`src/rtl/bmh_pkg.sv`:
```
// ----------------------------------------------------------------------------
// bmh_pkg
// Shared types and codes for the binary min-heap priority queue.
// ----------------------------------------------------------------------------
`default_nettype none

package bmh_pkg;

  localparam int KEY_BITS      = 32;
  localparam int TAG_PORT_BITS = 16;
  localparam int LIMIT_BITS    = 7;

  localparam logic [LIMIT_BITS-1:0] LIMIT_RESET = 7'd64;

  // operation codes
  localparam logic OP_INSERT = 1'b0;
  localparam logic OP_REMOVE = 1'b1;

  // result status codes
  localparam logic [1:0] STAT_DONE  = 2'd0;
  localparam logic [1:0] STAT_FULL  = 2'd1;
  localparam logic [1:0] STAT_EMPTY = 2'd2;

  typedef struct packed {
    logic                       operation;
    logic signed [KEY_BITS-1:0] priority_req;
    logic [TAG_PORT_BITS-1:0]   payload;
  } bmh_cmd_t;

  typedef struct packed {
    logic [1:0]               status;
    logic [TAG_PORT_BITS-1:0] removed_payload;
  } bmh_result_t;

endpackage

`default_nettype wire

```
`src/rtl/binary_min_heap_priority_queue.sv`:
```
// ----------------------------------------------------------------------------
// binary_min_heap_priority_queue
// Min-heap priority queue with signed keys and payload tags.
// ----------------------------------------------------------------------------
// Usage:
//   s_* channel carries one operation per transaction: insert (key, payload)
//   or remove-minimum. m_* channel returns exactly one result per operation:
//   a status code and, for a successful remove, the payload of the minimum.
//   cfg_* writes max_entries, the usable slot count; write it only while the
//   queue is idle. Values above CAPACITY act as CAPACITY.
// Timing:
//   One operation is in flight at a time; the heap lives in a single memory
//   with a registered read port.
//   Insert: each level climbed moves the parent down while the next parent
//   is read; an entry that climbs to the root is then dropped there.
//   Remove: fetch the root, then the last entry; then, per level descended,
//   read the left child, then read the right child (if any) and compare.
//   s_tready rises with m_tvalid.
// Reset: the heap is empty and max_entries is 64; slot contents are unknown
//   but are never read before being written.
// Stall: the result waits in an output register; the next operation is
//   accepted meanwhile, and its result is held in the core until the output
//   register frees up.
// ----------------------------------------------------------------------------
`default_nettype none

module binary_min_heap_priority_queue #(
  parameter int CAPACITY     = 64,
  parameter int PAYLOAD_BITS = 16
) (
  input  wire        clk,
  input  wire        rst,
  // operation stream
  input  wire        s_tvalid,
  output logic       s_tready,
  input  wire [47:0] s_tdata,   // [31:0] priority_req, [47:32] payload
  input  wire [0:0]  s_tuser,   // [0] operation
  // result stream
  output logic       m_tvalid,
  input  wire        m_tready,
  output logic [15:0] m_tdata,  // [15:0] removed_payload
  output logic [1:0]  m_tuser,  // [1:0] status
  // configuration: max_entries
  input  wire        cfg_valid,
  output logic       cfg_ready,
  input  wire [6:0]  cfg_data
);
  import bmh_pkg::*;

  logic [LIMIT_BITS-1:0] max_entries;
  bmh_cmd_t              cmd;
  bmh_result_t           core_res;
  bmh_result_t           out_res;
  logic                  core_idle;
  logic                  core_res_valid;
  logic                  out_free;
  logic                  accept;

  // config register, always writable
  assign cfg_ready = 1'b1;

  always_ff @(posedge clk) begin
    if (rst) begin
      max_entries <= LIMIT_RESET;
    end else if (cfg_valid) begin
      max_entries <= cfg_data;
    end
  end

  // unpack the operation transaction
  assign cmd.operation    = s_tuser[0];
  assign cmd.priority_req = $signed(s_tdata[KEY_BITS-1:0]);
  assign cmd.payload      = s_tdata[KEY_BITS +: TAG_PORT_BITS];

  assign s_tready = core_idle;
  assign accept   = s_tvalid && s_tready;

  // output register frees when empty or drained this cycle
  assign out_free = !m_tvalid || m_tready;

  bmh_core #(
    .CAPACITY     (CAPACITY),
    .PAYLOAD_BITS (PAYLOAD_BITS)
  ) u_core (
    .clk         (clk),
    .rst         (rst),
    .start       (accept),
    .cmd         (cmd),
    .max_entries (max_entries),
    .idle        (core_idle),
    .res_valid   (core_res_valid),
    .res_ready   (out_free),
    .res         (core_res)
  );

  always_ff @(posedge clk) begin
    if (rst) begin
      m_tvalid <= 1'b0;
    end else if (core_res_valid && out_free) begin
      m_tvalid <= 1'b1;
    end else if (m_tready) begin
      m_tvalid <= 1'b0;
    end
    if (core_res_valid && out_free) begin
      out_res <= core_res;
    end
  end

  assign m_tdata = out_res.removed_payload;
  assign m_tuser = out_res.status;

  // one operation in flight: an accept closes the input next cycle
  a_single_op: assert property (@(posedge clk) disable iff (rst)
    accept |=> !s_tready)
    else $error("input accepted while an operation is in flight");

  // a finished result is held in the core until the output register takes it
  a_res_held: assert property (@(posedge clk) disable iff (rst)
    core_res_valid && !out_free |=> core_res_valid && $stable(core_res))
    else $error("core result dropped or changed while output stalled");

  // a failed operation (full or empty) returns a zero payload
  a_zero_payload: assert property (@(posedge clk) disable iff (rst)
    core_res_valid && core_res.status != STAT_DONE |-> core_res.removed_payload == '0)
    else $error("payload returned with a failure status");

  // no input accepted while the core still holds an undelivered result
  a_idle_clear: assert property (@(posedge clk) disable iff (rst)
    core_res_valid |-> !s_tready)
    else $error("input ready while result pending in core");

endmodule

`default_nettype wire

```
`src/rtl/bmh_core.sv`:
```
// ----------------------------------------------------------------------------
// bmh_core
// Heap storage and sift sequencer: one entry memory, one operation at a time.
// ----------------------------------------------------------------------------
`default_nettype none

module bmh_core #(
  parameter int CAPACITY     = 64,
  parameter int PAYLOAD_BITS = 16
) (
  input  wire                           clk,
  input  wire                           rst,
  input  wire                           start,
  input  bmh_pkg::bmh_cmd_t             cmd,
  input  wire [bmh_pkg::LIMIT_BITS-1:0] max_entries,
  output logic                          idle,
  output logic                          res_valid,
  input  wire                           res_ready,
  output bmh_pkg::bmh_result_t          res
);
  import bmh_pkg::*;

  localparam int IW = $clog2(CAPACITY);
  localparam int CW = $clog2(CAPACITY + 1);
  localparam int LW = CW + 1;
  localparam int MW = (CW > LIMIT_BITS) ? CW : LIMIT_BITS;
  localparam int EW = KEY_BITS + PAYLOAD_BITS;

  localparam logic [2:0] S_IDLE     = 3'd0;
  localparam logic [2:0] S_INS_CMP  = 3'd1;
  localparam logic [2:0] S_REM_ROOT = 3'd2;
  localparam logic [2:0] S_REM_LAST = 3'd3;
  localparam logic [2:0] S_SD_L     = 3'd4;
  localparam logic [2:0] S_SD_R     = 3'd5;
  localparam logic [2:0] S_PUT      = 3'd6;
  localparam logic [2:0] S_DONE     = 3'd7;

  // entry layout: {key, tag}
  logic [EW-1:0] mem [CAPACITY];
  logic [EW-1:0] rd_data;
  logic          rd_en, wr_en;
  logic [IW-1:0] rd_addr, wr_addr;
  logic [EW-1:0] wr_data;

  logic [2:0]              state, state_next;
  logic [CW-1:0]           count, count_next;
  logic [IW-1:0]           idx, idx_next;
  logic [IW-1:0]           cidx, cidx_next;
  logic [EW-1:0]           mov, mov_next;
  logic [EW-1:0]           cand, cand_next;
  logic [1:0]              status, status_next;
  logic [PAYLOAD_BITS-1:0] rem_tag, rem_tag_next;

  logic [63:0]             pl_wide, rem_wide;
  logic [PAYLOAD_BITS-1:0] tag_in;
  logic [EW-1:0]           new_entry;
  logic                    full;
  logic [MW-1:0]           count_m;
  logic [IW-1:0]           pidx;
  logic [LW-1:0]           ridx, lnext;
  logic [EW-1:0]           chosen;
  logic [IW-1:0]           chosen_idx;
  logic                    do_step;

  function automatic logic signed [KEY_BITS-1:0] key_of(input logic [EW-1:0] e);
    return $signed(e[EW-1 -: KEY_BITS]);
  endfunction

  assign pl_wide   = 64'(cmd.payload);
  assign tag_in    = pl_wide[PAYLOAD_BITS-1:0];
  assign new_entry = {cmd.priority_req, tag_in};

  // limit above capacity acts as capacity
  assign count_m = MW'(count);
  assign full    = (count_m >= MW'(max_entries)) || (count_m >= MW'(CAPACITY));

  assign pidx = (idx - IW'(1)) >> 1;
  assign ridx = LW'(cidx) + LW'(1);

  always_comb begin
    if (state == S_SD_R && key_of(rd_data) < key_of(cand)) begin
      chosen     = rd_data;
      chosen_idx = ridx[IW-1:0];
    end else if (state == S_SD_R) begin
      chosen     = cand;
      chosen_idx = cidx;
    end else begin
      chosen     = rd_data;
      chosen_idx = cidx;
    end
  end

  assign lnext = (LW'(chosen_idx) << 1) + LW'(1);

  always_comb begin
    state_next   = state;
    count_next   = count;
    idx_next     = idx;
    cidx_next    = cidx;
    mov_next     = mov;
    cand_next    = cand;
    status_next  = status;
    rem_tag_next = rem_tag;
    rd_en        = 1'b0;
    rd_addr      = '0;
    wr_en        = 1'b0;
    wr_addr      = idx;
    wr_data      = mov;
    do_step      = 1'b0;

    case (state)
      S_IDLE: begin
        if (start) begin
          rem_tag_next = '0;
          status_next  = STAT_DONE;
          if (cmd.operation == OP_INSERT) begin
            mov_next = new_entry;
            if (full) begin
              status_next = STAT_FULL;
              state_next  = S_DONE;
            end else begin
              count_next = count + CW'(1);
              idx_next   = count[IW-1:0];
              if (count == '0) begin
                wr_en      = 1'b1;
                wr_addr    = '0;
                wr_data    = new_entry;
                state_next = S_DONE;
              end else begin
                rd_en      = 1'b1;
                rd_addr    = (count[IW-1:0] - IW'(1)) >> 1;
                state_next = S_INS_CMP;
              end
            end
          end else begin
            if (count == '0) begin
              status_next = STAT_EMPTY;
              state_next  = S_DONE;
            end else begin
              count_next = count - CW'(1);
              rd_en      = 1'b1;
              rd_addr    = '0;
              state_next = S_REM_ROOT;
            end
          end
        end
      end

      // rd_data holds the parent of idx
      S_INS_CMP: begin
        wr_en = 1'b1;
        if (key_of(mov) < key_of(rd_data)) begin
          wr_data  = rd_data;
          idx_next = pidx;
          if (pidx == '0) begin
            state_next = S_PUT;
          end else begin
            rd_en   = 1'b1;
            rd_addr = (pidx - IW'(1)) >> 1;
          end
        end else begin
          state_next = S_DONE;
        end
      end

      S_REM_ROOT: begin
        rem_tag_next = rd_data[PAYLOAD_BITS-1:0];
        if (count == '0) begin
          state_next = S_DONE;
        end else begin
          rd_en      = 1'b1;
          rd_addr    = count[IW-1:0];
          state_next = S_REM_LAST;
        end
      end

      // last entry becomes the moving entry, hole at the root
      S_REM_LAST: begin
        mov_next = rd_data;
        idx_next = '0;
        if (count == CW'(1)) begin
          wr_en      = 1'b1;
          wr_addr    = '0;
          wr_data    = rd_data;
          state_next = S_DONE;
        end else begin
          rd_en      = 1'b1;
          rd_addr    = IW'(1);
          cidx_next  = IW'(1);
          state_next = S_SD_L;
        end
      end

      S_SD_L: begin
        cand_next = rd_data;
        if (ridx < LW'(count)) begin
          rd_en      = 1'b1;
          rd_addr    = ridx[IW-1:0];
          state_next = S_SD_R;
        end else begin
          do_step = 1'b1;
        end
      end

      S_SD_R: begin
        do_step = 1'b1;
      end

      S_PUT: begin
        wr_en      = 1'b1;
        state_next = S_DONE;
      end

      S_DONE: begin
        if (res_ready) begin
          state_next = S_IDLE;
        end
      end

      default: begin
        state_next = S_IDLE;
      end
    endcase

    if (do_step) begin
      wr_en = 1'b1;
      if (key_of(chosen) < key_of(mov)) begin
        wr_data  = chosen;
        idx_next = chosen_idx;
        if (lnext < LW'(count)) begin
          rd_en      = 1'b1;
          rd_addr    = lnext[IW-1:0];
          cidx_next  = lnext[IW-1:0];
          state_next = S_SD_L;
        end else begin
          state_next = S_PUT;
        end
      end else begin
        state_next = S_DONE;
      end
    end
  end

  always_ff @(posedge clk) begin
    if (wr_en) begin
      mem[wr_addr] <= wr_data;
    end
    if (rd_en) begin
      rd_data <= mem[rd_addr];
    end
  end

  always_ff @(posedge clk) begin
    if (rst) begin
      state <= S_IDLE;
      count <= '0;
    end else begin
      state <= state_next;
      count <= count_next;
    end
    idx     <= idx_next;
    cidx    <= cidx_next;
    mov     <= mov_next;
    cand    <= cand_next;
    status  <= status_next;
    rem_tag <= rem_tag_next;
  end

  assign rem_wide            = 64'(rem_tag);
  assign idle                = (state == S_IDLE);
  assign res_valid           = (state == S_DONE);
  assign res.status          = status;
  assign res.removed_payload = rem_wide[TAG_PORT_BITS-1:0];

endmodule

`default_nettype wire
```
`config.mk`:
```
export PLATFORM = sky130hd
export DESIGN_NAME = binary_min_heap_priority_queue
export DESIGN_NICKNAME = d
export VERILOG_FILES = /design/src/rtl/bmh_pkg.sv /design/src/rtl/binary_min_heap_priority_queue.sv /design/src/rtl/bmh_core.sv
export SDC_FILE = /design/constraint.sdc
export NUM_CORES = 2
export LEC_CHECK = 0
export ABC_AREA = 1
export BUFFER_PORTS_ARGS = -buffer_cell sky130_fd_sc_hd__clkbuf_2
export CORE_UTILIZATION = 45
export DETAILED_ROUTE_END_ITERATION = 10
export PLACE_DENSITY = 0.66
export SLEW_MARGIN = 5
export SYNTH_ARGS = -nofsm -noshare
export SYNTH_HDL_FRONTEND = slang
export SYNTH_HIERARCHICAL = 1
export SYNTH_SLANG_ARGS = --single-unit
```
`constraint.sdc`:
```
create_clock -name clk -period 20.7 [get_ports clk]
set_input_delay 3.105 -clock clk [delete_from_list [all_inputs] [get_ports clk]]
set_output_delay 3.105 -clock clk [all_outputs]
set_load 0.02 [all_outputs]
```
==> reports/qor.yml <==
floorplanning:
  die_area_sq_um: 323000
  die_w_um: 568
  io_pins: 82
  die_y_um: 568
  fp-row-count: 207
  core_area_sq_um: 318000
  start_util_pct: 45.3
run:
  cap_viol_max_count: 0
drt:
  wl_mm: 421
  vias_per_cell: 5.61
  drc: 0
  vias: 101000
  dr.first_iter.drc_count: 12700
  dr.pass1.iters: 8
  ant_nets: 0
  wl_per_cell_um: 23.4
finish:
  area_growth_pct: 9.98
  layout_commonest_cell: "nand2_1"
  final_nets: 13700
  fillCellCount: 27700
  most-common-layout-cells: "nand2_1, edfxtp_1, nand3_1"
  drive_gt1_share_pct: 6.16
clock_network:
  clk_pin_slew_ns: 0.06
  cts_resized: 0
  clockBufferDepth: 4
  insertion_delay_ns: 0.90
  post_cts_buffers: 0
  root_buffer: "clkbuf_16"
  cts_hold_buffers: 0
  cts-htree-levels: 5
  cts_buffers: 327
  clock-sinks: 3282
  cts_tree: "built"
critical_path:
  critical_path_required_ns: 21.32
  cp-start-kind: "flop"
  worst-path-max-fanout: 59
  r2r_cells: 33
  endpoint: "u_core/rd_data[31]"
  cp-startpoint: "u_core/rd_data[31]"
  reg2reg_to: "u_core/rd_data[31]"
  cp.arrival_ns: 10.21
  cp-end-kind: "flop"
  crit_top_cell: "nand3_1"
  crit_type: "flop to flop"
  slowest_stage: "buf_4"
  r2r-start: "u_core/rd_data[31]"
  r2r_slack_ns: 11.10
  critPathMaxStageDelay_ns: 0.88
synth:
  synth_warnings: 6
  ys_ff_latch: 3282
  synth_top_cells_by_area: "edfxtp_1, nand2_1, nand3_1"
  synth.distinct_cells: 51
  async_flop_share_pct: 0
  synth_top_area_share_pct: 67.8
  syn_area_per_cell_sq_um: 10.5
  synth_area_leader_cell: "edfxtp_1"
  syn_area_sq_um: 144000
  synthFlopType: "edfxtp_1"
  ys_seq_area_share_pct: 68.2
  synth_nets: 13900
  synth_cells: 13700
  synth_edf_count: 3252
placed_design:
  portBuffers: 80
  gp_congestion: 0.885
  dp_hpwl_mm: 212
timing:
  setup_tns_ns: 0
  rsz0062_at_grt: "false"
  relSlewSlack_pct: 3.94
  final_hold_viol_count: 0
  worst_pin_slew_ns: 1.44
  fmax_ghz: 0.104
  fin_worst_skew_ns: 0.0436
  fin_crit_sh_pct: 46.4
  post-route-min-period_ns: 9.60
  setup_violations: 0
  maxSlewViolCount: 0
worst_hold_path:
  whs_path_depth: 0
  hp-class: "flop to flop"
grt:
  antenna_found_initial: 12
  grt_pass1_vias: 92900
  grt_overflow_total: 0
  grt_max_degree: 202
  grt_first_pass_wirelength_mm: 616
  grt_util_all_layers_pct: 25.5
status:
  status: "finished, final reports clean"
-- cells by family (layout without fill, tap and decap cells) --
group | after synthesis | in the layout | share of synthesized area [%]
and+or+nand+nor | 7428 | 7428 | 22.2
DFF | 3282 | 3282 | 68.2
buffers and inverters | 2484 | 2556 | 6.98
AOI/OAI and AO/OA | 390 | 390 | 1.52
adders and majority gates | 118 | 118 | 1.02
xor gates and xnor gates | 17 | 17 | 0.103
other | 1 | 18 | 0.00260
-- synth_stat cells, types with 5 or more instances --
| cell | instances |
|---|---|
| buf_2 | 493 |
| dfxtp_1 | 30 |
| a21oi_1 | 99 |
| clkbuf_1 | 209 |
| o22ai_1 | 34 |
| nand4_1 | 13 |
| inv_2 | 12 |
| a31oi_1 | 5 |
| xor2_1 | 13 |
| buf_4 | 23 |
| ha_1 | 118 |
| nand2_1 | 4346 |
| o221ai_1 | 19 |
| o21ai_0 | 191 |
| nor3_1 | 13 |
| buf_1 | 52 |
| nand2_2 | 6 |
| a221oi_1 | 5 |
| edfxtp_1 | 3252 |
| nand3b_1 | 145 |
| nor2_1 | 170 |
| a211oi_1 | 5 |
| nand3_1 | 2723 |
| inv_1 | 1689 |
| o211ai_1 | 10 |
-- worst min-delay path by stage --
stage | start | to
2_1_floorplan | u_core/rem_tag[0] | m_tdata[0]
3_3_place_gp | u_core/rem_tag[13] | m_tdata[13]
3_5_place_dp | u_core/rem_tag[10] | m_tdata[10]
4_1_cts | u_core/rem_tag[10] | m_tdata[10]
5_1_grt | u_core/rem_tag[3] | m_tdata[3]
6_report | u_core/rem_tag[10] | m_tdata[10]
-- stage by stage --
| stage | util, % | setup slack, ns | std cells | hold WS (ns) | area [sq um] |
|---|---|---|---|---|---|
| finish | 49.8 | 11.10 | 18000 | 0.419 | 158000 |
| CTS | 49.8 | 11.39 | 18000 | 0.418 | 158000 |
| floorplan | - | 13.33 | 13700 | 0.400 | 144000 |
| global route | 49.8 | 10.80 | 18000 | 0.421 | 158000 |
| detailed placement | 46.6 | 11.10 | 17400 | 0.405 | 148000 |
| global placement | 46.6 | 11.14 | 17400 | 0.403 | 148000 |
-- final cells by class --
type	count	area [sq um]	area share, %
clock inverters	173	1510	0.954
repair buffers	278	2050	1.29
multi-input cells	7954	36400	23.0
clock buffers	402	8560	5.40
well taps	4180	5230	3.30
flip-flops and latches	3282	98300	62.0
inverters	1703	6430	4.06
diodes	17	42.5	0.0268
-- metal layers --
| layer | vias to the layer above | global-route usage, % | wire [um] |
|---|---|---|---|
| met5 | - | 0 | 11 |
| met4 | 2 | 7.95 | 13100 |
| met3 | 814 | 4.63 | 47300 |
| met2 | 5632 | 41.2 | 195000 |
| met1 | 48800 | 35.0 | 165000 |
| li1 | 45600 | - | - |
-- worst max-delay path, delay by kind of cell (launching register included) --
family                   cells  cell delay [ns]
AO/OA/AOI/OAI                7             1.19
adder cells (fa/ha/maj)      2             0.65
buffers and inverters        6             3.55
flip-flops                   1             0.51
AND/OR/NAND/NOR             18             3.15
-- sequential cells by signal (all words and copies together), names as in the netlist --
name,flops
u_core/count,7
u_core/cidx,6
u_core/status,2
u_core/rd_data,48
max_entries,7
m_tdata,16
u_core/cand,48
u_core/mem,3072
m_tvalid,1
m_tuser,2
u_core/mov,48
u_core/idx,6
u_core/state,3
u_core/rem_tag,16
Power is left out: the tool's default activity adds up to more than one toggle a clock period on the data nets, which glitch-free logic cannot reach.
